<file path="config.mk">
export PLATFORM = sky130hd
export DESIGN_NAME = bit_buffer_ns_codec
export DESIGN_NICKNAME = d
export VERILOG_FILES = /design/src/sv/bbns_pkg.sv /design/src/sv/bit_buffer_ns_codec.sv /design/src/sv/bbns_ram.sv /design/src/sv/bbns_ctrl.sv /design/src/sv/bbns_dp.sv
export SDC_FILE = /design/constraint.sdc
export NUM_CORES = 2
export LEC_CHECK = 0
export BUFFER_PORTS_ARGS = -buffer_cell sky130_fd_sc_hd__buf_4
export CAP_MARGIN = 0
export CORE_MARGIN = 1.5
export CORE_UTILIZATION = 47
export DETAILED_ROUTE_END_ITERATION = 8
export PLACE_DENSITY = 0.67
export SLEW_MARGIN = 20
export SYNTH_ARGS = -nofsm -noshare
export SYNTH_HDL_FRONTEND = slang
export SYNTH_SLANG_ARGS = --single-unit
</file>
<file path="constraint.sdc">
create_clock -name clk -period 12.8 [get_ports clk]
set_input_delay 2.56 -clock clk [delete_from_list [all_inputs] [get_ports clk]]
set_output_delay 2.56 -clock clk [all_outputs]
set_load 0.02 [all_outputs]
</file>
<file path="src/sv/bbns_pkg.sv">
package bbns_pkg;

	localparam int BUFFER_BYTES_DEF = 256;
	localparam int WIN_BITS         = 40;
	localparam int WIN_BYTES        = 5;
	localparam int MAX_RW_BITS      = 32;

	typedef enum logic [3:0] {
		K_LOAD_BYTE  = 4'd0,
		K_START      = 4'd1,
		K_CLEAR      = 4'd2,
		K_READ_BITS  = 4'd3,
		K_SKIP       = 4'd4,
		K_READ_NS    = 4'd5,
		K_WRITE_BITS = 4'd6,
		K_WRITE_NS   = 4'd7,
		K_READ_BYTE  = 4'd8
	} kind_t;

	typedef enum logic [1:0] {
		ST_OK    = 2'd0,
		ST_SHORT = 2'd1,
		ST_BAD   = 2'd2
	} stat_t;

	typedef enum logic [2:0] {
		S_INIT,
		S_IDLE,
		S_DECODE,
		S_CLR,
		S_FETCH,
		S_MERGE,
		S_STORE,
		S_FIN
	} state_t;

	typedef struct packed {
		logic take;
		logic plan;
		logic cnt_rst;
		logic fetch;
		logic merge;
		logic store;
		logic wipe;
		logic load_byte;
		logic look_byte;
		logic finish;
	} cmd_t;

	typedef struct packed {
		kind_t kind;
		logic  bad;
		logic  ns_short;
		logic  fetch_last;
		logic  store_last;
		logic  wipe_last;
		logic  out_free;
	} sts_t;

	function automatic logic [4:0] bit_length(input logic [30:0] n);
		logic [4:0] w;
		w = '0;
		for (int i = 0; i < 31; i++) begin
			if (n[i]) begin
				w = 5'(i + 1);
			end
		end
		return w;
	endfunction

	function automatic logic [31:0] low_mask(input logic [5:0] cnt);
		logic [32:0] m;
		m = (33'd1 << cnt) - 33'd1;
		return m[31:0];
	endfunction

endpackage

</file>
<file path="src/sv/bit_buffer_ns_codec.sv">
// One item at a time. Load byte, start, skip, read byte and rejected items go from decode
// to the result; read bits and read ns fetch 5 bytes over the RAM port and then merge;
// write bits and write ns fetch 5 bytes, merge and write 5 bytes back; clear zeroes each byte.
// The result is registered once the output is free; a new item can be taken while it waits.
// After reset the byte store is zeroed one byte per cycle before the first transfer is
// taken; cursor and stream length reset to zero.
module bit_buffer_ns_codec #(
	parameter int BUFFER_BYTES = bbns_pkg::BUFFER_BYTES_DEF
) (
	input  logic        clk,
	input  logic        arst_n,
	input  logic        in_valid,
	output logic        in_ready,
	input  logic [3:0]  kind,
	input  logic        at_cursor,
	input  logic [10:0] bit_offset,
	input  logic [11:0] bit_count,
	input  logic [30:0] alphabet_size,
	input  logic [31:0] value,
	input  logic [7:0]  byte_index,
	input  logic [7:0]  byte_data,
	input  logic [8:0]  byte_count,
	output logic        out_valid,
	input  logic        out_ready,
	output logic [31:0] result_value,
	output logic [1:0]  status,
	output logic [11:0] cursor,
	output logic [11:0] left_bits,
	output logic [7:0]  read_byte
);

	bbns_pkg::cmd_t cmd;
	bbns_pkg::sts_t sts;

	bbns_ctrl u_ctrl (
		.clk      (clk),
		.arst_n   (arst_n),
		.in_valid (in_valid),
		.in_ready (in_ready),
		.sts      (sts),
		.cmd      (cmd)
	);

	bbns_dp #(
		.BUFFER_BYTES(BUFFER_BYTES)
	) u_dp (
		.clk           (clk),
		.arst_n        (arst_n),
		.cmd           (cmd),
		.sts           (sts),
		.kind          (kind),
		.at_cursor     (at_cursor),
		.bit_offset    (bit_offset),
		.bit_count     (bit_count),
		.alphabet_size (alphabet_size),
		.value         (value),
		.byte_index    (byte_index),
		.byte_data     (byte_data),
		.byte_count    (byte_count),
		.out_ready     (out_ready),
		.out_valid     (out_valid),
		.result_value  (result_value),
		.status        (status),
		.cursor        (cursor),
		.left_bits     (left_bits),
		.read_byte     (read_byte)
	);

	a_busy_after_transfer: assert property (@(posedge clk) disable iff (!arst_n)
		in_valid && in_ready |=> !in_ready)
		else $error("input taken again right after a transfer");

	a_error_zero_payload: assert property (@(posedge clk) disable iff (!arst_n)
		out_valid && status != bbns_pkg::ST_OK |-> result_value == '0 && read_byte == '0)
		else $error("error result carries data");

	a_byte_only_alone: assert property (@(posedge clk) disable iff (!arst_n)
		out_valid && read_byte != '0 |-> result_value == '0 && status == bbns_pkg::ST_OK)
		else $error("read byte result mixed with bit result");

endmodule

</file>
<file path="src/sv/bbns_ram.sv">
module bbns_ram #(
	parameter int WIDTH = 8,
	parameter int DEPTH = 256
) (
	input  logic                     clk,
	input  logic                     we,
	input  logic [$clog2(DEPTH)-1:0] waddr,
	input  logic [WIDTH-1:0]         wdata,
	input  logic                     re,
	input  logic [$clog2(DEPTH)-1:0] raddr,
	output logic [WIDTH-1:0]         rdata
);

	logic [WIDTH-1:0] mem_q [DEPTH];

	always_ff @(posedge clk) begin
		if (we) begin
			mem_q[waddr] <= wdata;
		end
		if (re) begin
			rdata <= mem_q[raddr];
		end
	end

endmodule

</file>
<file path="src/sv/bbns_ctrl.sv">
module bbns_ctrl (
	input  logic              clk,
	input  logic              arst_n,
	input  logic              in_valid,
	output logic              in_ready,
	input  bbns_pkg::sts_t    sts,
	output bbns_pkg::cmd_t    cmd
);

	bbns_pkg::state_t state_q, state_d;

	always_ff @(posedge clk or negedge arst_n) begin
		if (!arst_n) begin
			state_q <= bbns_pkg::S_INIT;
		end else begin
			state_q <= state_d;
		end
	end

	always_comb begin
		state_d  = state_q;
		cmd      = '0;
		in_ready = 1'b0;
		case (state_q)
			bbns_pkg::S_INIT: begin
				cmd.wipe = 1'b1;
				if (sts.wipe_last) begin
					state_d = bbns_pkg::S_IDLE;
				end
			end
			bbns_pkg::S_IDLE: begin
				in_ready = 1'b1;
				if (in_valid) begin
					cmd.take = 1'b1;
					state_d  = bbns_pkg::S_DECODE;
				end
			end
			bbns_pkg::S_DECODE: begin
				cmd.plan    = 1'b1;
				cmd.cnt_rst = 1'b1;
				state_d     = bbns_pkg::S_FIN;
				if (!sts.bad && !sts.ns_short) begin
					case (sts.kind)
						bbns_pkg::K_LOAD_BYTE: cmd.load_byte = 1'b1;
						bbns_pkg::K_READ_BYTE: cmd.look_byte = 1'b1;
						bbns_pkg::K_CLEAR:     state_d = bbns_pkg::S_CLR;
						bbns_pkg::K_READ_BITS,
						bbns_pkg::K_READ_NS,
						bbns_pkg::K_WRITE_BITS,
						bbns_pkg::K_WRITE_NS:  state_d = bbns_pkg::S_FETCH;
						default:               state_d = bbns_pkg::S_FIN;
					endcase
				end
			end
			bbns_pkg::S_CLR: begin
				cmd.wipe = 1'b1;
				if (sts.wipe_last) begin
					state_d = bbns_pkg::S_FIN;
				end
			end
			bbns_pkg::S_FETCH: begin
				cmd.fetch = 1'b1;
				if (sts.fetch_last) begin
					state_d = bbns_pkg::S_MERGE;
				end
			end
			bbns_pkg::S_MERGE: begin
				cmd.merge   = 1'b1;
				cmd.cnt_rst = 1'b1;
				if (sts.kind == bbns_pkg::K_WRITE_BITS || sts.kind == bbns_pkg::K_WRITE_NS) begin
					state_d = bbns_pkg::S_STORE;
				end else begin
					state_d = bbns_pkg::S_FIN;
				end
			end
			bbns_pkg::S_STORE: begin
				cmd.store = 1'b1;
				if (sts.store_last) begin
					state_d = bbns_pkg::S_FIN;
				end
			end
			bbns_pkg::S_FIN: begin
				if (sts.out_free) begin
					cmd.finish = 1'b1;
					state_d    = bbns_pkg::S_IDLE;
				end
			end
			default: begin
				state_d = bbns_pkg::S_IDLE;
			end
		endcase
	end

endmodule

</file>
<file path="src/sv/bbns_dp.sv">
module bbns_dp #(
	parameter int BUFFER_BYTES = bbns_pkg::BUFFER_BYTES_DEF
) (
	input  logic           clk,
	input  logic           arst_n,
	input  bbns_pkg::cmd_t cmd,
	output bbns_pkg::sts_t sts,
	input  logic [3:0]     kind,
	input  logic           at_cursor,
	input  logic [10:0]    bit_offset,
	input  logic [11:0]    bit_count,
	input  logic [30:0]    alphabet_size,
	input  logic [31:0]    value,
	input  logic [7:0]     byte_index,
	input  logic [7:0]     byte_data,
	input  logic [8:0]     byte_count,
	input  logic           out_ready,
	output logic           out_valid,
	output logic [31:0]    result_value,
	output logic [1:0]     status,
	output logic [11:0]    cursor,
	output logic [11:0]    left_bits,
	output logic [7:0]     read_byte
);

	localparam int AW       = $clog2(BUFFER_BYTES);
	localparam int BUF_BITS = BUFFER_BYTES * 8;
	localparam int CW       = $clog2(BUF_BITS + 1);
	localparam int PW       = (CW > 11) ? CW : 11;
	localparam int BW       = PW - 2;
	localparam int LW       = $clog2(BUFFER_BYTES + 1);
	localparam int LX       = (LW + 3 > CW) ? LW + 3 : CW;
	localparam int SW       = ((CW > 12) ? CW : 12) + 1;
	localparam int IW       = (AW > 8) ? AW : 8;
	localparam int WB       = bbns_pkg::WIN_BITS;

	bbns_pkg::kind_t kind_q;
	logic            at_cursor_q;
	logic [10:0]     bit_offset_q;
	logic [11:0]     bit_count_q;
	logic [30:0]     n_q;
	logic [31:0]     value_q;
	logic [7:0]      byte_index_q;
	logic [7:0]      byte_data_q;
	logic [8:0]      byte_count_q;

	logic [CW-1:0]   cursor_q;
	logic [LW-1:0]   len_q;
	logic [AW-1:0]   cnt_q;
	logic            out_valid_q;

	bbns_pkg::stat_t st_q, st_o_q;
	logic [31:0]     res_q, res_o_q;
	logic [7:0]      rbyte_o_q;
	logic [11:0]     adv_q;
	logic [5:0]      wcnt_q;
	logic [31:0]     wbits_q;
	logic [PW-1:0]   pos_q;
	logic [4:0]      w_q;
	logic [31:0]     m_q;
	logic [WB-1:0]   win_q;
	logic            rd_ok_q;

	logic [4:0]      w_c;
	logic [31:0]     m_c;
	logic [LX-1:0]   len8_c, left_c;
	logic            bad_c, short_c, kind_ok_c;
	logic [BW-1:0]   baddr_c;
	logic            bok_c;
	logic [IW-1:0]   idx_c;
	logic            iok_c;
	logic [5:0]      sh_c;
	logic [31:0]     wmask_c, raw_c, v_c, ns_sum_c;
	logic [WB-1:0]   clr_c, put_c;
	logic [SW-1:0]   sum_c;
	logic [CW-1:0]   cursor_next_c;
	logic [LW-1:0]   start_len_c;
	logic [4:0]      w1_c;

	logic            ram_we, ram_re;
	logic [AW-1:0]   ram_waddr, ram_raddr;
	logic [7:0]      ram_wdata, ram_rdata;

	bbns_ram #(
		.WIDTH(8),
		.DEPTH(BUFFER_BYTES)
	) u_ram (
		.clk   (clk),
		.we    (ram_we),
		.waddr (ram_waddr),
		.wdata (ram_wdata),
		.re    (ram_re),
		.raddr (ram_raddr),
		.rdata (ram_rdata)
	);

	always_comb begin
		w_c    = bbns_pkg::bit_length(n_q);
		m_c    = (32'd1 << w_c) - {1'b0, n_q};
		w1_c   = w_q - 5'd1;
		len8_c = LX'({len_q, 3'b000});
		left_c = (len8_c > LX'(cursor_q)) ? len8_c - LX'(cursor_q) : '0;

		case (kind_q)
			bbns_pkg::K_LOAD_BYTE, bbns_pkg::K_START, bbns_pkg::K_CLEAR,
			bbns_pkg::K_READ_BITS, bbns_pkg::K_SKIP, bbns_pkg::K_READ_NS,
			bbns_pkg::K_WRITE_BITS, bbns_pkg::K_WRITE_NS,
			bbns_pkg::K_READ_BYTE: kind_ok_c = 1'b1;
			default:               kind_ok_c = 1'b0;
		endcase

		bad_c = !kind_ok_c
			|| ((kind_q == bbns_pkg::K_READ_BITS || kind_q == bbns_pkg::K_WRITE_BITS)
				&& bit_count_q > 12'(bbns_pkg::MAX_RW_BITS))
			|| ((kind_q == bbns_pkg::K_READ_NS || kind_q == bbns_pkg::K_WRITE_NS)
				&& n_q == '0);
		short_c = (kind_q == bbns_pkg::K_READ_NS) && (n_q != '0)
			&& (32'(left_c) < 32'(w_c) - 32'd1);

		baddr_c = BW'(pos_q >> 3) + BW'(cnt_q[2:0]);
		bok_c   = baddr_c < BW'(BUFFER_BYTES);
		idx_c   = IW'(byte_index_q);
		iok_c   = 32'(idx_c) < 32'(BUFFER_BYTES);

		sh_c     = 6'(WB) - {3'b000, pos_q[2:0]} - wcnt_q;
		wmask_c  = bbns_pkg::low_mask(wcnt_q);
		raw_c    = 32'(win_q >> sh_c) & wmask_c;
		v_c      = {1'b0, raw_c[31:1]};
		ns_sum_c = (v_c << 1) - m_q + {31'b0, raw_c[0]};
		clr_c    = ~(WB'(wmask_c) << sh_c);
		put_c    = WB'(wbits_q) << sh_c;

		sum_c         = SW'(cursor_q) + SW'(adv_q);
		cursor_next_c = (sum_c > SW'(BUF_BITS)) ? CW'(BUF_BITS) : CW'(sum_c);
		start_len_c   = (32'(byte_count_q) > 32'(BUFFER_BYTES)) ? LW'(BUFFER_BYTES)
			: LW'(byte_count_q);
	end

	always_comb begin
		ram_we    = 1'b0;
		ram_waddr = AW'(baddr_c);
		ram_wdata = win_q[WB-1 -: 8];
		ram_re    = 1'b0;
		ram_raddr = AW'(baddr_c);
		if (cmd.wipe) begin
			ram_we    = 1'b1;
			ram_waddr = cnt_q;
			ram_wdata = 8'h00;
		end else if (cmd.load_byte) begin
			ram_we    = iok_c;
			ram_waddr = AW'(idx_c);
			ram_wdata = byte_data_q;
		end else if (cmd.store) begin
			ram_we = bok_c;
		end
		if (cmd.look_byte) begin
			ram_re    = iok_c;
			ram_raddr = AW'(idx_c);
		end else if (cmd.fetch) begin
			ram_re = bok_c && (cnt_q < AW'(bbns_pkg::WIN_BYTES));
		end
	end

	always_ff @(posedge clk or negedge arst_n) begin
		if (!arst_n) begin
			cursor_q    <= '0;
			len_q       <= '0;
			cnt_q       <= '0;
			out_valid_q <= 1'b0;
		end else begin
			if (cmd.cnt_rst) begin
				cnt_q <= '0;
			end else if (cmd.fetch || cmd.store || cmd.wipe) begin
				cnt_q <= cnt_q + AW'(1);
			end
			if (cmd.finish) begin
				out_valid_q <= 1'b1;
				case (kind_q)
					bbns_pkg::K_START: begin
						len_q    <= start_len_c;
						cursor_q <= '0;
					end
					bbns_pkg::K_CLEAR: begin
						len_q    <= LW'(BUFFER_BYTES);
						cursor_q <= '0;
					end
					default: begin
						cursor_q <= cursor_next_c;
					end
				endcase
			end else if (out_ready) begin
				out_valid_q <= 1'b0;
			end
		end
	end

	always_ff @(posedge clk) begin
		if (cmd.take) begin
			kind_q       <= bbns_pkg::kind_t'(kind);
			at_cursor_q  <= at_cursor;
			bit_offset_q <= bit_offset;
			bit_count_q  <= bit_count;
			n_q          <= alphabet_size;
			value_q      <= value;
			byte_index_q <= byte_index;
			byte_data_q  <= byte_data;
			byte_count_q <= byte_count;
		end

		if (cmd.plan) begin
			st_q    <= bad_c ? bbns_pkg::ST_BAD : (short_c ? bbns_pkg::ST_SHORT : bbns_pkg::ST_OK);
			res_q   <= '0;
			w_q     <= w_c;
			m_q     <= m_c;
			wbits_q <= value_q & bbns_pkg::low_mask(bit_count_q[5:0]);
			wcnt_q  <= (kind_q == bbns_pkg::K_READ_NS) ? 6'(w_c) : bit_count_q[5:0];
			if (!at_cursor_q && (kind_q == bbns_pkg::K_WRITE_BITS
				|| kind_q == bbns_pkg::K_WRITE_NS)) begin
				pos_q <= PW'(bit_offset_q);
			end else begin
				pos_q <= PW'(cursor_q);
			end
			if (bad_c || short_c) begin
				adv_q <= '0;
			end else begin
				case (kind_q)
					bbns_pkg::K_READ_BITS,
					bbns_pkg::K_WRITE_BITS,
					bbns_pkg::K_SKIP:    adv_q <= bit_count_q;
					bbns_pkg::K_READ_NS: adv_q <= 12'(w_c) - 12'd1;
					default:             adv_q <= '0;
				endcase
			end
		end

		if (cmd.fetch) begin
			if (cnt_q == '0 && kind_q == bbns_pkg::K_WRITE_NS) begin
				if (value_q < m_q) begin
					wcnt_q  <= 6'(w1_c);
					wbits_q <= value_q & bbns_pkg::low_mask(6'(w1_c));
					adv_q   <= 12'(w1_c);
				end else begin
					wcnt_q  <= 6'(w_q);
					wbits_q <= (value_q + m_q) & bbns_pkg::low_mask(6'(w_q));
					adv_q   <= 12'(w_q);
				end
			end
			if (cnt_q != '0) begin
				win_q <= {win_q[WB-9:0], rd_ok_q ? ram_rdata : 8'h00};
			end
			rd_ok_q <= bok_c;
		end

		if (cmd.merge) begin
			case (kind_q)
				bbns_pkg::K_READ_BITS: begin
					res_q <= raw_c;
				end
				bbns_pkg::K_READ_NS: begin
					if (v_c < m_q) begin
						res_q <= v_c;
					end else if (32'(left_c) < 32'(w_q)) begin
						st_q  <= bbns_pkg::ST_SHORT;
						res_q <= '0;
					end else begin
						res_q <= ns_sum_c;
						adv_q <= 12'(w_q);
					end
				end
				bbns_pkg::K_WRITE_BITS,
				bbns_pkg::K_WRITE_NS: begin
					win_q <= (win_q & clr_c) | put_c;
				end
				default: begin
					res_q <= '0;
				end
			endcase
		end

		if (cmd.store) begin
			win_q <= win_q << 8;
		end

		if (cmd.finish) begin
			st_o_q    <= st_q;
			res_o_q   <= res_q;
			rbyte_o_q <= (kind_q == bbns_pkg::K_READ_BYTE && iok_c) ? ram_rdata : 8'h00;
		end
	end

	always_comb begin
		sts.kind       = kind_q;
		sts.bad        = bad_c;
		sts.ns_short   = short_c;
		sts.fetch_last = cnt_q == AW'(bbns_pkg::WIN_BYTES);
		sts.store_last = cnt_q == AW'(bbns_pkg::WIN_BYTES - 1);
		sts.wipe_last  = cnt_q == AW'(BUFFER_BYTES - 1);
		sts.out_free   = !out_valid_q || out_ready;
	end

	assign out_valid    = out_valid_q;
	assign result_value = res_o_q;
	assign status       = st_o_q;
	assign read_byte    = rbyte_o_q;
	assign cursor       = 12'(cursor_q);
	assign left_bits    = 12'(left_c);

endmodule

</file>
==> results.json <==
{
  "min_path_type": "flop to flop",
  "cts-hold-fix-buffers": 0,
  "antenna_found_initial": 19,
  "num_rows": 180,
  "clk_path_buf_depth": 4,
  "design_area_um2": 127000,
  "die_w_um": 495,
  "fin_crit_sh": 0.607,
  "reg2reg_depth": 24,
  "post-cts-setup-buffers": 0,
  "synthFlopType": "edfxtp_1",
  "design.die.area_um2": 245000,
  "yosys_warnings": 0,
  "hold_depth": 0,
  "synth-seq-area-share": 0.626,
  "cts_htree_levels": 5,
  "synth_nets": 10600,
  "port_buffers": 187,
  "power_density_nw_per_um2": 128,
  "fp.coreArea_um2": 241000,
  "worstSetupEndpointType": "flop",
  "yosysUniqueCellTypes": 107,
  "overflow": 0,
  "clk_pin_slew_worst_paths_ns": 0.06,
  "drv_slew": 0,
  "synth_area_leader_cell": "edfxtp_1",
  "worstSetupPathType": "flop to flop",
  "chipHeight_um": 495,
  "synth_area_leaders": "edfxtp_1, nand2_1, nand3_1",
  "worst_path_max_delay_cell": "nand2_1",
  "dpl_cell_area_um2": 118000,
  "post-dp-hpwl_mm": 276,
  "cts_tree": "yes",
  "required_ns": 13.58,
  "synth_area_per_cell_um2": 11.2,
  "area_delta_synth_final_pct": 11.3,
  "routedWlPerCell_um": 30.3,
  "via_per_inst": 6.36,
  "syn_inst": 10200,
  "slew_headroom": 0.155,
  "synth_seq_cells": 2422,
  "worstMarginPinSlew_ns": 1.26,
  "path_cells": "buf_4 > ha_1 > inv_1 > ha_1 > a21o_1 > a21oi_1 > xor2_4 > buf_4 > nand2_1 > nor2_1 > buf_4 > nand2_1 > o22a_1 > nor2_1 > ha_1 > nand3_1 > or3_1 > or4_1 > o21ai_0 > or4_1 > a31o_2 > nand3_1 > nand2_1 > nor2_1",
  "synth_top_area_frac": 0.597,
  "drt-initial-drc-count": 11900,
  "finalPower_mw": 16.2,
  "grt_pass1_wl_mm": 586,
  "power_leakage_nw": 44.0,
  "cp-start-kind": "flop",
  "vias": 86500,
  "r2r_slack_ns": 5.03,
  "syn-cell-area_um2": 114000,
  "ir_drop_uv": 140,
  "hold_viol": 0,
  "clk_latency_ns": 0.97,
  "crit_arrival_ns": 8.55,
  "drtAntennaViolNets": 0,
  "track_usage": 0.330,
  "root_buffer": "clkbuf_16",
  "clock_skew_ns": 0.0933,
  "io_pins": 188,
  "clock_sinks": 2422,
  "grt_pass1_vias": 80800,
  "start_util": 0.473,
  "drt_pre_antenna_iters": 8,
  "rsz0062_at_grt": "no",
  "path_max_fanout": 32,
  "nets": 10500,
  "tns_ns": 0,
  "drc": 0,
  "fmax_mhz": 129,
  "drive_gt1_frac": 0.0894,
  "routed_wirelength_mm": 412,
  "final_cell_mix": "nand2_1, edfxtp_1, nand3_1",
  "cts_made_buffers": 275,
  "place.gp.congestion": 0.978,
  "ctsResizeCount": 0,
  "synth-edff-count": 2264,
  "cap_violations": 0,
  "run_status": "completed",
  "finalSetupViolations": 0,
  "final_common_cell": "nand2_1",
  "fillers": 20400,
  "period_needed_ns": 7.77,
  "grt_max_degree": 193,
  "async_flop_share": 0.0136,
  "slowest_delay_ns": 0.59
}
## report_power, final
| group | leakage [nW] | switching (mW) | internal, mW |
|---|---|---|---|
| registers | 17.6 | 0.0000000000000000113 | 8.53 |
| clock network | 4.10 | 3.19 | 4.45 |
| logic | 22.2 | 0.0133 | 0.0228 |
## per-stage QoR
step	std cells	hold slack [ns]	util	setup slack, ns
CTS	13600	0.440	0.526	5.15
detailed placement	13100	0.426	0.491	5.16
global route	13600	0.442	0.526	4.71
global placement	13100	0.420	0.491	5.24
floorplan	10200	0.408	-	3.49
finish	13600	0.444	0.526	5.03
## flip-flops by register name, summed over array words and instances (netlist names), 11 cells and up
signal,cells
u_dp.adv_q,12
u_dp.bit_count_q,12
u_dp.bit_offset_q,11
u_dp.cursor,12
u_dp.m_q,32
u_dp.n_q,31
u_dp.pos_q,12
u_dp.res_q,32
u_dp.result_value,32
u_dp.u_ram.mem_q,2048
u_dp.value_q,32
u_dp.wbits_q,32
u_dp.win_q,40
## metal layers
layer	GRT usage	vias up	share of wire
met4	0.174	8	0.061
li1	-	37600	-
met2	0.516	5257	0.46
met5	0	-	0.00011
met1	0.433	42700	0.38
met3	0.0678	986	0.10
## cell usage after synthesis (all sizes together), types with 32 or more instances
master,count
a211oi,76
nor2b,47
ha,219
edfxtp,2264
o21ai,297
a311oi,69
and2,53
clkbuf,285
nand2b,44
dfxtp,125
and3,257
a31oi,333
xnor2,103
buf,368
dfrtp,33
nor2,638
a21o,68
mux4,50
nand2,2404
nand3,668
nor4,75
o221ai,32
o211ai,48
a32oi,46
o21a,39
nand4,41
a21oi,470
inv,188
mux2i,162
nor3,109
o22ai,111
xor2,38
a22oi,73
## cell type report
type / count / area (um^2) / area share
sequential: 2422 / 71300 / 0.563
multi-input combinational: 6942 / 39200 / 0.309
clock buffer: 337 / 7200 / 0.0568
tap: 3185 / 3990 / 0.0314
timing repair buffer: 367 / 2980 / 0.0235
clock inverter: 136 / 1280 / 0.0101
inverter: 192 / 728 / 0.00575
antenna: 15 / 37.5 / 0.000296
## path summary, 6_finish.rpt
check                                    start                     to
worst min register to register  u_dp.res_q[10]  u_dp.result_value[10]
worst max register to register  u_dp.wcnt_q[1]          u_dp.adv_q[6]
worst min-delay path            u_dp.res_q[10]  u_dp.result_value[10]
worst max-delay path            u_dp.wcnt_q[1]          u_dp.adv_q[6]
max in group asynchronous               arst_n         u_dp.out_valid
min in group asynchronous               arst_n          u_dp.len_q[6]
## logic make-up (layout without fill, tap and decap cells)
| family | after synthesis | in the layout | share of synthesized area |
|---|---|---|---|
| and+or+nand+nor | 4434 | 4434 | 0.169 |
| DFF | 2422 | 2422 | 0.626 |
| AOI/OAI and AO/OA | 1897 | 1897 | 0.108 |
| buffers and inverters | 845 | 1032 | 0.0325 |
| muxes | 243 | 243 | 0.0274 |
| adders and majority gates | 227 | 227 | 0.0253 |
| xor gates and xnor gates | 141 | 141 | 0.0108 |
| other | 0 | 15 | 0 |
## critical path, delay by kind of cell (launching register included)
family | cells | cell delay (ns)
simple gates | 11 | 3.93
compound gates | 5 | 1.44
buf+inv | 4 | 1.04
fa+ha+maj | 3 | 0.69
flops | 1 | 0.31
xor+xnor | 1 | 0.16
No activity file was read; power rests on OpenSTA's default activity.
